`src/design/button_autorepeat_timer_macros.svh`:
```
// ----------------------------------------------------------------------------
// Assertion macros for the button auto-repeat timer
// Clocked on i_clk, disabled while i_rst_n is low.
// ----------------------------------------------------------------------------
`ifndef BUTTON_AUTOREPEAT_TIMER_MACROS_SVH
`define BUTTON_AUTOREPEAT_TIMER_MACROS_SVH

// Same-cycle implication
`define BAT_ASSERT_NOW(label, ante, cons) \
    label: assert property (@(posedge i_clk) disable iff (!i_rst_n) \
        (ante) |-> (cons)) else $error("assertion failed");

// Next-cycle implication
`define BAT_ASSERT_NEXT(label, ante, cons) \
    label: assert property (@(posedge i_clk) disable iff (!i_rst_n) \
        (ante) |=> (cons)) else $error("assertion failed");

`endif

```
`src/design/bat_pkg.sv`:
```
// ----------------------------------------------------------------------------
// bat_pkg
// Shared types and constants of the button auto-repeat timer.
// ----------------------------------------------------------------------------
package bat_pkg;

    localparam int DELAY_BITS = 24;
    localparam int LEVEL_BITS = 32;
    localparam int INDEX_BITS = 5;
    localparam int COUNT_BITS = 6;

    typedef logic [1:0] t_reg_idx;

    localparam t_reg_idx REG_PRESS_DELAY    = 2'd0;
    localparam t_reg_idx REG_REPEAT_INTERVAL = 2'd1;
    localparam t_reg_idx REG_RELEASE_DELAY  = 2'd2;
    localparam t_reg_idx REG_ACTIVE_BUTTONS = 2'd3;

    localparam logic [COUNT_BITS-1:0] ACTIVE_RESET = 6'd32;

    typedef enum logic [1:0] {
        ST_IDLE,
        ST_SCAN,
        ST_FLUSH
    } t_seq_state;

    // Button condition fed to the shared unit
    typedef struct packed {
        logic pressed;
        logic last;
    } t_step_in;

    // Decision returned by the shared unit
    typedef struct packed {
        logic hit;
        logic level;
    } t_step_res;

endpackage

```
`src/design/bat_unit.sv`:
```
// ----------------------------------------------------------------------------
// bat_unit
// Shared time unit: picks the wait, adds elapsed ticks with saturation and
// tests and subtracts the wait for the button under scan.
// ----------------------------------------------------------------------------
module bat_unit #(
    parameter int TIME_BITS = 24
) (
    input  logic [TIME_BITS-1:0]           i_acc,
    input  logic [bat_pkg::DELAY_BITS-1:0] i_dt,
    input  logic [bat_pkg::DELAY_BITS-1:0] i_press_delay,
    input  logic [bat_pkg::DELAY_BITS-1:0] i_repeat_interval,
    input  logic [bat_pkg::DELAY_BITS-1:0] i_release_delay,
    input  bat_pkg::t_step_in              i_cond,
    output logic [TIME_BITS-1:0]           o_acc,
    output bat_pkg::t_step_res             o_res
);

    localparam int SW = (TIME_BITS > bat_pkg::DELAY_BITS) ? TIME_BITS : bat_pkg::DELAY_BITS;
    localparam logic [SW:0] TMAX = {{(SW + 1 - TIME_BITS){1'b0}}, {TIME_BITS{1'b1}}};

    logic [bat_pkg::DELAY_BITS-1:0] wait_t;
    logic [SW:0]                    sum;
    logic [SW:0]                    sat;
    logic [SW:0]                    diff;

    always_comb begin
        if (i_cond.pressed) begin
            wait_t = i_cond.last ? i_repeat_interval : i_press_delay;
        end else begin
            wait_t = i_release_delay;
        end

        sum = (SW + 1)'(i_acc) + (SW + 1)'(i_dt);
        if (!(i_cond.pressed || i_cond.last)) begin
            sat = '0;
        end else if (sum > TMAX) begin
            sat = TMAX;
        end else begin
            sat = sum;
        end

        // borrow out of the subtract is the compare result
        diff = sat - (SW + 1)'(wait_t);

        o_res.hit   = !diff[SW];
        o_res.level = i_cond.pressed;
        o_acc       = o_res.hit ? diff[TIME_BITS-1:0] : sat[TIME_BITS-1:0];
    end

endmodule

```
`src/design/button_autorepeat_timer.sv`:
```
// ----------------------------------------------------------------------------
// button_autorepeat_timer
// Key auto-repeat with press, repeat and release delays over a button word.
// ----------------------------------------------------------------------------
// Usage:
//   Input channel: one beat per poll, carrying the button level word and the
//   ticks elapsed since the previous poll. o_in_stall is high while a poll
//   is in progress (scan or flush). Output channel: one beat per report (button index,
//   level, and a flag set on the final report of the poll).
//   The scan visits one button per cycle, unless frozen by a stalled output,
//   through a single add/saturate and subtract unit. A poll takes the beat,
//   scans N buttons, N being the scanned button count (min of active_buttons
//   and NUM_BUTTONS), then releases the held final report.
//   A report is held so the final one can be flagged: it reaches the output
//   when the next report of the poll is found, or in the flush state.
//   A stalled output holds its beat and, once the next report needs the
//   output register, freezes the scan until the stall drops.
//   Reset clears all reported levels and accumulators at once and sets the
//   delays to zero and active_buttons to 32. Registers are to be written through
//   the APB port only while the block is idle; the block does not enforce it.
// ----------------------------------------------------------------------------
`include "button_autorepeat_timer_macros.svh"

module button_autorepeat_timer #(
    parameter int NUM_BUTTONS = 32,
    parameter int TIME_BITS   = 24
) (
    input  logic                            i_clk,
    input  logic                            i_rst_n,
    input  logic                            psel,
    input  logic                            penable,
    input  logic                            pwrite,
    input  logic [3:0]                      paddr,
    input  logic [31:0]                     pwdata,
    output logic [31:0]                     prdata,
    output logic                            pready,
    input  logic                            i_in_valid,
    output logic                            o_in_stall,
    input  logic [bat_pkg::LEVEL_BITS-1:0]  i_button_levels,
    input  logic [bat_pkg::DELAY_BITS-1:0]  i_elapsed_ticks,
    output logic                            o_out_valid,
    input  logic                            i_out_stall,
    output logic [bat_pkg::INDEX_BITS-1:0]  o_button_index,
    output logic                            o_button_pressed,
    output logic                            o_last_report
);

    localparam int IW = (NUM_BUTTONS > 1) ? $clog2(NUM_BUTTONS) : 1;
    localparam logic [bat_pkg::COUNT_BITS-1:0] NB = bat_pkg::COUNT_BITS'(NUM_BUTTONS);

    // configuration
    logic [bat_pkg::DELAY_BITS-1:0] r_press_delay;
    logic [bat_pkg::DELAY_BITS-1:0] r_repeat_interval;
    logic [bat_pkg::DELAY_BITS-1:0] r_release_delay;
    logic [bat_pkg::COUNT_BITS-1:0] r_active;
    logic                           cfg_wr;
    bat_pkg::t_reg_idx              cfg_idx;

    // button state
    logic [TIME_BITS-1:0]   r_acc [NUM_BUTTONS];
    logic [NUM_BUTTONS-1:0] r_level;

    // sequencer
    bat_pkg::t_seq_state            r_state;
    bat_pkg::t_seq_state            n_state;
    logic [IW-1:0]                  r_idx;
    logic [bat_pkg::COUNT_BITS-1:0] r_count;
    logic [bat_pkg::LEVEL_BITS-1:0] r_levels;
    logic [bat_pkg::DELAY_BITS-1:0] r_dt;

    // pending report and output register
    logic                           r_pend_valid;
    logic [IW-1:0]                  r_pend_idx;
    logic                           r_pend_lvl;
    logic                           r_out_valid;
    logic [bat_pkg::INDEX_BITS-1:0] r_out_idx;
    logic                           r_out_lvl;
    logic                           r_out_last;

    logic                           in_accept;
    logic [bat_pkg::COUNT_BITS-1:0] count_eff;
    logic                           scan_end;
    logic                           out_free;
    logic                           step;
    logic                           out_load;
    logic                           out_last;
    logic                           pend_set;
    logic                           pend_clr;

    bat_pkg::t_step_in  cond;
    bat_pkg::t_step_res res;
    logic [TIME_BITS-1:0] unit_acc;

    // ------------------------------------------------------------------------
    // Configuration port
    // ------------------------------------------------------------------------
    assign pready  = 1'b1;
    assign cfg_idx = paddr[3:2];
    assign cfg_wr  = psel && penable && pwrite && pready;

    always_ff @(posedge i_clk) begin
        if (!i_rst_n) begin
            r_press_delay     <= '0;
            r_repeat_interval <= '0;
            r_release_delay   <= '0;
            r_active          <= bat_pkg::ACTIVE_RESET;
        end else if (cfg_wr) begin
            case (cfg_idx)
                bat_pkg::REG_PRESS_DELAY: begin
                    r_press_delay <= pwdata[bat_pkg::DELAY_BITS-1:0];
                end
                bat_pkg::REG_REPEAT_INTERVAL: begin
                    r_repeat_interval <= pwdata[bat_pkg::DELAY_BITS-1:0];
                end
                bat_pkg::REG_RELEASE_DELAY: begin
                    r_release_delay <= pwdata[bat_pkg::DELAY_BITS-1:0];
                end
                bat_pkg::REG_ACTIVE_BUTTONS: begin
                    r_active <= pwdata[bat_pkg::COUNT_BITS-1:0];
                end
                default: begin
                end
            endcase
        end
    end

    always_comb begin
        case (cfg_idx)
            bat_pkg::REG_PRESS_DELAY:     prdata = 32'(r_press_delay);
            bat_pkg::REG_REPEAT_INTERVAL: prdata = 32'(r_repeat_interval);
            bat_pkg::REG_RELEASE_DELAY:   prdata = 32'(r_release_delay);
            bat_pkg::REG_ACTIVE_BUTTONS:  prdata = 32'(r_active);
            default:                      prdata = '0;
        endcase
    end

    // ------------------------------------------------------------------------
    // Shared time unit
    // ------------------------------------------------------------------------
    assign cond.pressed = r_levels[r_idx];
    assign cond.last    = r_level[r_idx];

    bat_unit #(
        .TIME_BITS (TIME_BITS)
    ) u_unit (
        .i_acc             (r_acc[r_idx]),
        .i_dt              (r_dt),
        .i_press_delay     (r_press_delay),
        .i_repeat_interval (r_repeat_interval),
        .i_release_delay   (r_release_delay),
        .i_cond            (cond),
        .o_acc             (unit_acc),
        .o_res             (res)
    );

    // ------------------------------------------------------------------------
    // Sequencer
    // ------------------------------------------------------------------------
    assign count_eff = (r_active > NB) ? NB : r_active;
    assign in_accept = i_in_valid && !o_in_stall;
    assign scan_end  = (bat_pkg::COUNT_BITS'(r_idx) == r_count - 1'b1);
    assign out_free  = !r_out_valid || !i_out_stall;

    always_comb begin
        n_state = r_state;
        case (r_state)
            bat_pkg::ST_IDLE: begin
                if (in_accept) begin
                    n_state = (count_eff == '0) ? bat_pkg::ST_FLUSH : bat_pkg::ST_SCAN;
                end
            end
            bat_pkg::ST_SCAN: begin
                if (step && scan_end) begin
                    n_state = bat_pkg::ST_FLUSH;
                end
            end
            bat_pkg::ST_FLUSH: begin
                if (!r_pend_valid || out_free) begin
                    n_state = bat_pkg::ST_IDLE;
                end
            end
            default: begin
                n_state = bat_pkg::ST_IDLE;
            end
        endcase
    end

    always_comb begin
        o_in_stall = 1'b1;
        step       = 1'b0;
        out_load   = 1'b0;
        out_last   = 1'b0;
        pend_set   = 1'b0;
        pend_clr   = 1'b0;
        case (r_state)
            bat_pkg::ST_IDLE: begin
                o_in_stall = 1'b0;
            end
            bat_pkg::ST_SCAN: begin
                // hold the scan while a new report would push into a full output
                step = !(res.hit && r_pend_valid && !out_free);
                if (step && res.hit) begin
                    pend_set = 1'b1;
                    out_load = r_pend_valid;
                end
            end
            bat_pkg::ST_FLUSH: begin
                if (r_pend_valid && out_free) begin
                    out_load = 1'b1;
                    out_last = 1'b1;
                    pend_clr = 1'b1;
                end
            end
            default: begin
            end
        endcase
    end

    always_ff @(posedge i_clk) begin
        if (!i_rst_n) begin
            r_state <= bat_pkg::ST_IDLE;
        end else begin
            r_state <= n_state;
        end
    end

    always_ff @(posedge i_clk) begin
        if (!i_rst_n) begin
            r_idx   <= '0;
            r_count <= '0;
        end else if (in_accept) begin
            r_idx   <= '0;
            r_count <= count_eff;
        end else if (step && !scan_end) begin
            r_idx <= r_idx + 1'b1;
        end
    end

    always_ff @(posedge i_clk) begin
        if (in_accept) begin
            r_levels <= i_button_levels;
            r_dt     <= i_elapsed_ticks;
        end
    end

    // ------------------------------------------------------------------------
    // Button state
    // ------------------------------------------------------------------------
    always_ff @(posedge i_clk) begin
        if (!i_rst_n) begin
            for (int k = 0; k < NUM_BUTTONS; k++) begin
                r_acc[k] <= '0;
            end
            r_level <= '0;
        end else if (step) begin
            r_acc[r_idx] <= unit_acc;
            if (res.hit) begin
                r_level[r_idx] <= res.level;
            end
        end
    end

    // ------------------------------------------------------------------------
    // Pending report and output register
    // ------------------------------------------------------------------------
    always_ff @(posedge i_clk) begin
        if (!i_rst_n) begin
            r_pend_valid <= 1'b0;
        end else if (pend_set) begin
            r_pend_valid <= 1'b1;
        end else if (pend_clr) begin
            r_pend_valid <= 1'b0;
        end
    end

    always_ff @(posedge i_clk) begin
        if (pend_set) begin
            r_pend_idx <= r_idx;
            r_pend_lvl <= res.level;
        end
    end

    always_ff @(posedge i_clk) begin
        if (!i_rst_n) begin
            r_out_valid <= 1'b0;
        end else if (out_load) begin
            r_out_valid <= 1'b1;
        end else if (!i_out_stall) begin
            r_out_valid <= 1'b0;
        end
    end

    always_ff @(posedge i_clk) begin
        if (out_load) begin
            r_out_idx  <= bat_pkg::INDEX_BITS'(r_pend_idx);
            r_out_lvl  <= r_pend_lvl;
            r_out_last <= out_last;
        end
    end

    assign o_out_valid      = r_out_valid;
    assign o_button_index   = r_out_idx;
    assign o_button_pressed = r_out_lvl;
    assign o_last_report    = r_out_last;

    // ------------------------------------------------------------------------
    // Assertions
    // ------------------------------------------------------------------------
    `BAT_ASSERT_NOW(a_idle_no_pend, r_state == bat_pkg::ST_IDLE, !r_pend_valid)
    `BAT_ASSERT_NOW(a_scan_in_range, r_state == bat_pkg::ST_SCAN,
        bat_pkg::COUNT_BITS'(r_idx) < r_count)
    `BAT_ASSERT_NEXT(a_flush_last,
        r_state == bat_pkg::ST_FLUSH && r_pend_valid && out_free,
        o_out_valid && o_last_report)
    `BAT_ASSERT_NEXT(a_scan_not_last,
        r_state == bat_pkg::ST_SCAN && out_load, o_out_valid && !o_last_report)

endmodule

```
`config.mk`:
```
export PLATFORM = sky130hd
export DESIGN_NAME = button_autorepeat_timer
export DESIGN_NICKNAME = d
export VERILOG_FILES = /design/src/design/bat_pkg.sv /design/src/design/bat_unit.sv /design/src/design/button_autorepeat_timer.sv
export VERILOG_INCLUDE_DIRS = /design/src /design/src/design
export SDC_FILE = /design/constraint.sdc
export NUM_CORES = 2
export LEC_CHECK = 0
export BUFFER_PORTS_ARGS = -buffer_cell sky130_fd_sc_hd__buf_4
export CORE_UTILIZATION = 40
export CTS_CLUSTER_SIZE = 12
export DETAILED_ROUTE_END_ITERATION = 6
export SLEW_MARGIN = 25
export SYNTH_ARGS = -nofsm -noshare
export SYNTH_HDL_FRONTEND = slang
export SYNTH_SLANG_ARGS = --single-unit
```
`constraint.sdc`:
```
create_clock -name i_clk -period 10 [get_ports i_clk]
set_clock_uncertainty 0.15 [all_clocks]
set_input_delay 1 -clock i_clk [delete_from_list [all_inputs] [get_ports i_clk]]
set_output_delay 1 -clock i_clk [all_outputs]
set_load 0.03 [all_outputs]
```
==> qor.csv <==
stage,metric,value,unit
status,outcome,"complete, no violations",
synthesis,largest family of logic cells by synthesized area,multiplexers,
timing,setup TNS,0,ns
die,I/O pin cnt,141,
global_route,initial antenna violation count,2,
synthesis,simple-gate share of the synthesized area,12.0,%
global_route,vias in the first global route,27860,
clock_tree,Inserted Clock Buffers,101,
pwr,Power per Cell Area,249,nW/um^2
critical_path,reg2reg path depth,23,
synthesis,XOR/XNOR share of the synthesized area,0.855,%
clock_tree,H-tree levels,3,
clock_tree,post-CTS resize count,0,
synthesis,post-synthesis mux area share,15.7,%
synthesis,YS warnings,0,
synthesis,Post-synth EDFFs,837,
pwr,clock share of power,28.3,%
synthesis,"Seq/Total Area, Yosys",61.5,%
hold_path,Worst Hold Class,reg -> reg,
clock_tree,largest buffer count on any clock path,3,
final_layout,Final #Nets,3651,
pwr,Pleak,17.1,nW
timing,Rel. slew slack,30.6,%
synthesis,Yosys cell types,72,
global_route,Global Route Usage Sum,21.3,%
synthesis,synthesized area per cell,13.2,um^2
synthesis,Post-Syn Instances,3414,
global_route,largest net degree at the start of global routing,75,
critical_path,kind of critical path,reg -> reg,
die,Die X,338,um
drt,remaining antenna violation count,0,
placed_design,IO buf count,121,
die,initial core utilization,40.6,%
drt,DR vias/cell,5.51,
drt,vias post-DR,27901,
clock_tree,Worst-Skew Late Latency,0.68,ns
clock_tree,CTS sink cnt,967,
placed_design,Final HPWL DP,79700,um
clock_tree,postcts setup bufs,0,
job,Max-Cap Viols,0,
synthesis,synthesized area,45100,um^2
die,standard-cell rows,122,
critical_path,crit start category,flop,
critical_path,r2r endpoint,r_acc[29][13],
clock_tree,CTS root buf,clkbuf_16,
hold_path,Hold Path Origin,r_pend_idx[0],
timing,RSZ-0062 raised after global routing,false,
drt,Residual DRC,0,
global_route,total grt overflow,0,
die,placeable core area,111000,um^2
drt,Total Wirelength,121000,um
pwr,total power,0.0127,W
timing,post-route minimum period,8.48,ns
die,Die ar.,114000,um^2
pwr,Pint,0.00784,W
final_layout,layout cells sized above 1,20.4,%
synthesis,top-area cell type share of the netlist area,55.8,%
synthesis,largest cells by area after synthesis,"edfxtp_1 (56%), mux4_2 (13%), nor2_1 (7.1%), dfxtp_1 (5.8%), nand2_1 (2.7%)",
drt,drt pass-1 iters,5,
pwr,Comb pwr share,35.2,%
synthesis,Post-Synth Adder-Cell Area,1.64,%
synthesis,cell taking the most area after synthesis,edfxtp_1,
clock_tree,hold buffer count at cts,0,
hold_path,Worst Hold End,o_button_index[0],
final_layout,fillers,9935,
critical_path,"Data arrival, critical path",8.69,ns
pwr,Reg power frac,36.5,%
global_route,first-pass GRT wire length,181000,um
timing,Final Hold Viols,0,
critical_path,data required time of the worst path,10.21,ns
critical_path,Worst Path Max Fanout,24,
synthesis,Synth Register Bits,967,
pwr,switching power,0.00484,W
placed_design,routability congestion estimate,0.831,
timing,Tcrit/Tclk final,84.8,%
timing,max-slew violations,0,
die,die height,338,um
timing,FMAX,118,MHz
synthesis,post-synthesis compound-gate area fraction,5.03,%
clock_tree,clock input transition at the sequential cells of the worst setup and hold paths,0.06,ns
drt,Starting DRT DRC Count,2337,
synthesis,"Primary FF master, synth",edfxtp_1,
critical_path,crit path capture type,flop,
hold_path,worst hold path depth,0,
drt,Wirelength per Cell,23.9,um
final_layout,Layout area overhead,12.9,%
pwr,peak supply drop,0.522,mV
critical_path,reg-to-reg setup timing slack,1.52,ns
clock_tree,CTS tree,built,
synthesis,asr flop ratio synth,0,%
pwr,sw frac,38.2,%
timing,Slew @ Worst Pin,1.04,ns
timing,Final Setup Violations,0,
metrics by stage:
| stage | hold WS, ns | cells | area [um^2] | utilization, % | setup slack, ns |
|---|---|---|---|---|---|
| final | 0.273 | 5062 | 50900 | 45.8 | 1.52 |
| after global routing | 0.276 | 5061 | 50900 | 45.8 | 1.08 |
| after CTS | 0.273 | 5061 | 50900 | 45.8 | 1.45 |
| after detailed placement | 0.255 | 4879 | 47800 | 43.0 | 1.49 |
| after global placement | 0.257 | 4879 | 47800 | 43.0 | 1.51 |
| after floorplan | 0.250 | 3421 | 45100 | - | 2.44 |
critical path: stages, from the launching register on:
cell and delay, ns:
dfxtp_4 0.46, buf_4 0.48, mux4_2 0.64, mux4_2 0.55, mux2i_1 0.40, inv_1 0.09, ha_1 0.31, a211oi_1 0.26
o21ai_0 0.25, a21oi_1 0.51, nor2_1 0.11, a311o_1 0.38, xor2_1 0.16, nor2_1 0.27, nor2_1 0.09, ha_1 0.37
a21o_1 0.18, a211o_1 0.30, o31a_2 0.44, nand2_1 0.15, and4_1 0.66, nand2_1 0.34, nand2_1 0.28, buf_4 0.28
layer usage:
metal	GRT usage, %	routed length (um)
met1	29.8	51100
met2	34.5	58100
met3	3.07	8300
met4	6.40	3530
met5	0	26
power groups by stage:
stage / Sequential, W / Combinational (W) / Clock (W)
2_1_floorplan: 0.00468 / 0.00310 / 0
3_3_place_gp: 0.00470 / 0.00441 / 0
3_5_place_dp: 0.00471 / 0.00445 / 0
4_1_cts: 0.00463 / 0.00446 / 0.00365
5_1_grt: 0.00464 / 0.00473 / 0.00379
6_report: 0.00463 / 0.00446 / 0.00359
flip-flops by register name (all words and copies together), names as in the netlist, 6 cells and up, named ones only:
| name | count |
|---|---|
| r_level | 32 |
| r_levels | 32 |
| r_dt | 24 |
| r_press_delay | 24 |
| r_release_delay | 24 |
| r_active | 6 |
| r_repeat_interval | 24 |
| r_count | 6 |
| r_acc | 768 |
cells in the mapped netlist (6+ instances only):
cell,number
a22oi_1,9
nor3b_1,24
buf_2,64
xor2_1,24
a211oi_1,7
ha_1,56
nand2b_1,11
mux4_2,256
and2_1,8
inv_1,19
o211ai_1,10
nor3_1,12
nand2_1,329
clkbuf_1,152
mux2i_1,79
a21boi_0,77
buf_1,26
a21o_1,21
nor2b_1,33
edfxtp_1,837
mux2i_4,10
a21oi_1,77
and3_1,12
o21ai_0,60
buf_4,45
o21a_1,10
a21oi_2,12
xnor2_1,20
nand4_1,13
dfxtp_1,130
o31ai_1,6
nor2_1,849
nand3_1,15
mux2_2,25
cell families after synthesis:
kind of cell | Yosys count
and+or+nand+nor | 1329
DFF | 967
muxes | 370
AOI/OAI and AO/OA | 334
buffers and inverters | 310
adders and majority gates | 58
xor gates and xnor gates | 44
other | 2
worst max path at each step:
stage | slack [ns] | startpoint | end | cells past startpoint
after floorplan | 2.44 | flop | r_acc[14][0] | 28
after global placement | 1.51 | flop | r_acc[29][20] | 25
after detailed placement | 1.49 | flop | r_acc[29][18] | 25
after CTS | 1.45 | flop | r_acc[29][5] | 25
after global routing | 1.08 | flop | o_button_index[2] | 24
final | 1.52 | flop | r_acc[29][13] | 23
layout make-up:
class,count,area [um^2],area share [%]
sequential,967,27700,54.5
multi-input combinational,2144,16000,31.5
clock buffer,145,2800,5.50
timing repair buffer,261,2070,4.07
tap,1488,1860,3.66
clock inverter,37,312,0.612
inverter,19,71.3,0.140
antenna,1,2.50,0.00492
cells in the final DEF (no fill, tap or decap), drive strengths merged, types with 4 or more instances in the layout:
cell,n
nand4,14
buf,261
nor2b,33
mux2,25
a21oi,90
o31ai,6
and2,8
o21bai,5
clkinv,29
edfxtp,837
o211ai,10
dfxtp,130
a21o,21
nand3,15
and4,4
nand2b,11
a22oi,12
xor2,24
a31oi,5
nor3,12
mux4,256
conb,9
xnor2,20
and3,12
clkbuf,145
a21boi,77
o21a,10
inv,23
ha,56
o31a,5
nand2,329
nor2,850
o21ai,64
a211oi,7
nor3b,26
mux2i,89
Note: power is estimated with default switching activity, not from simulation.
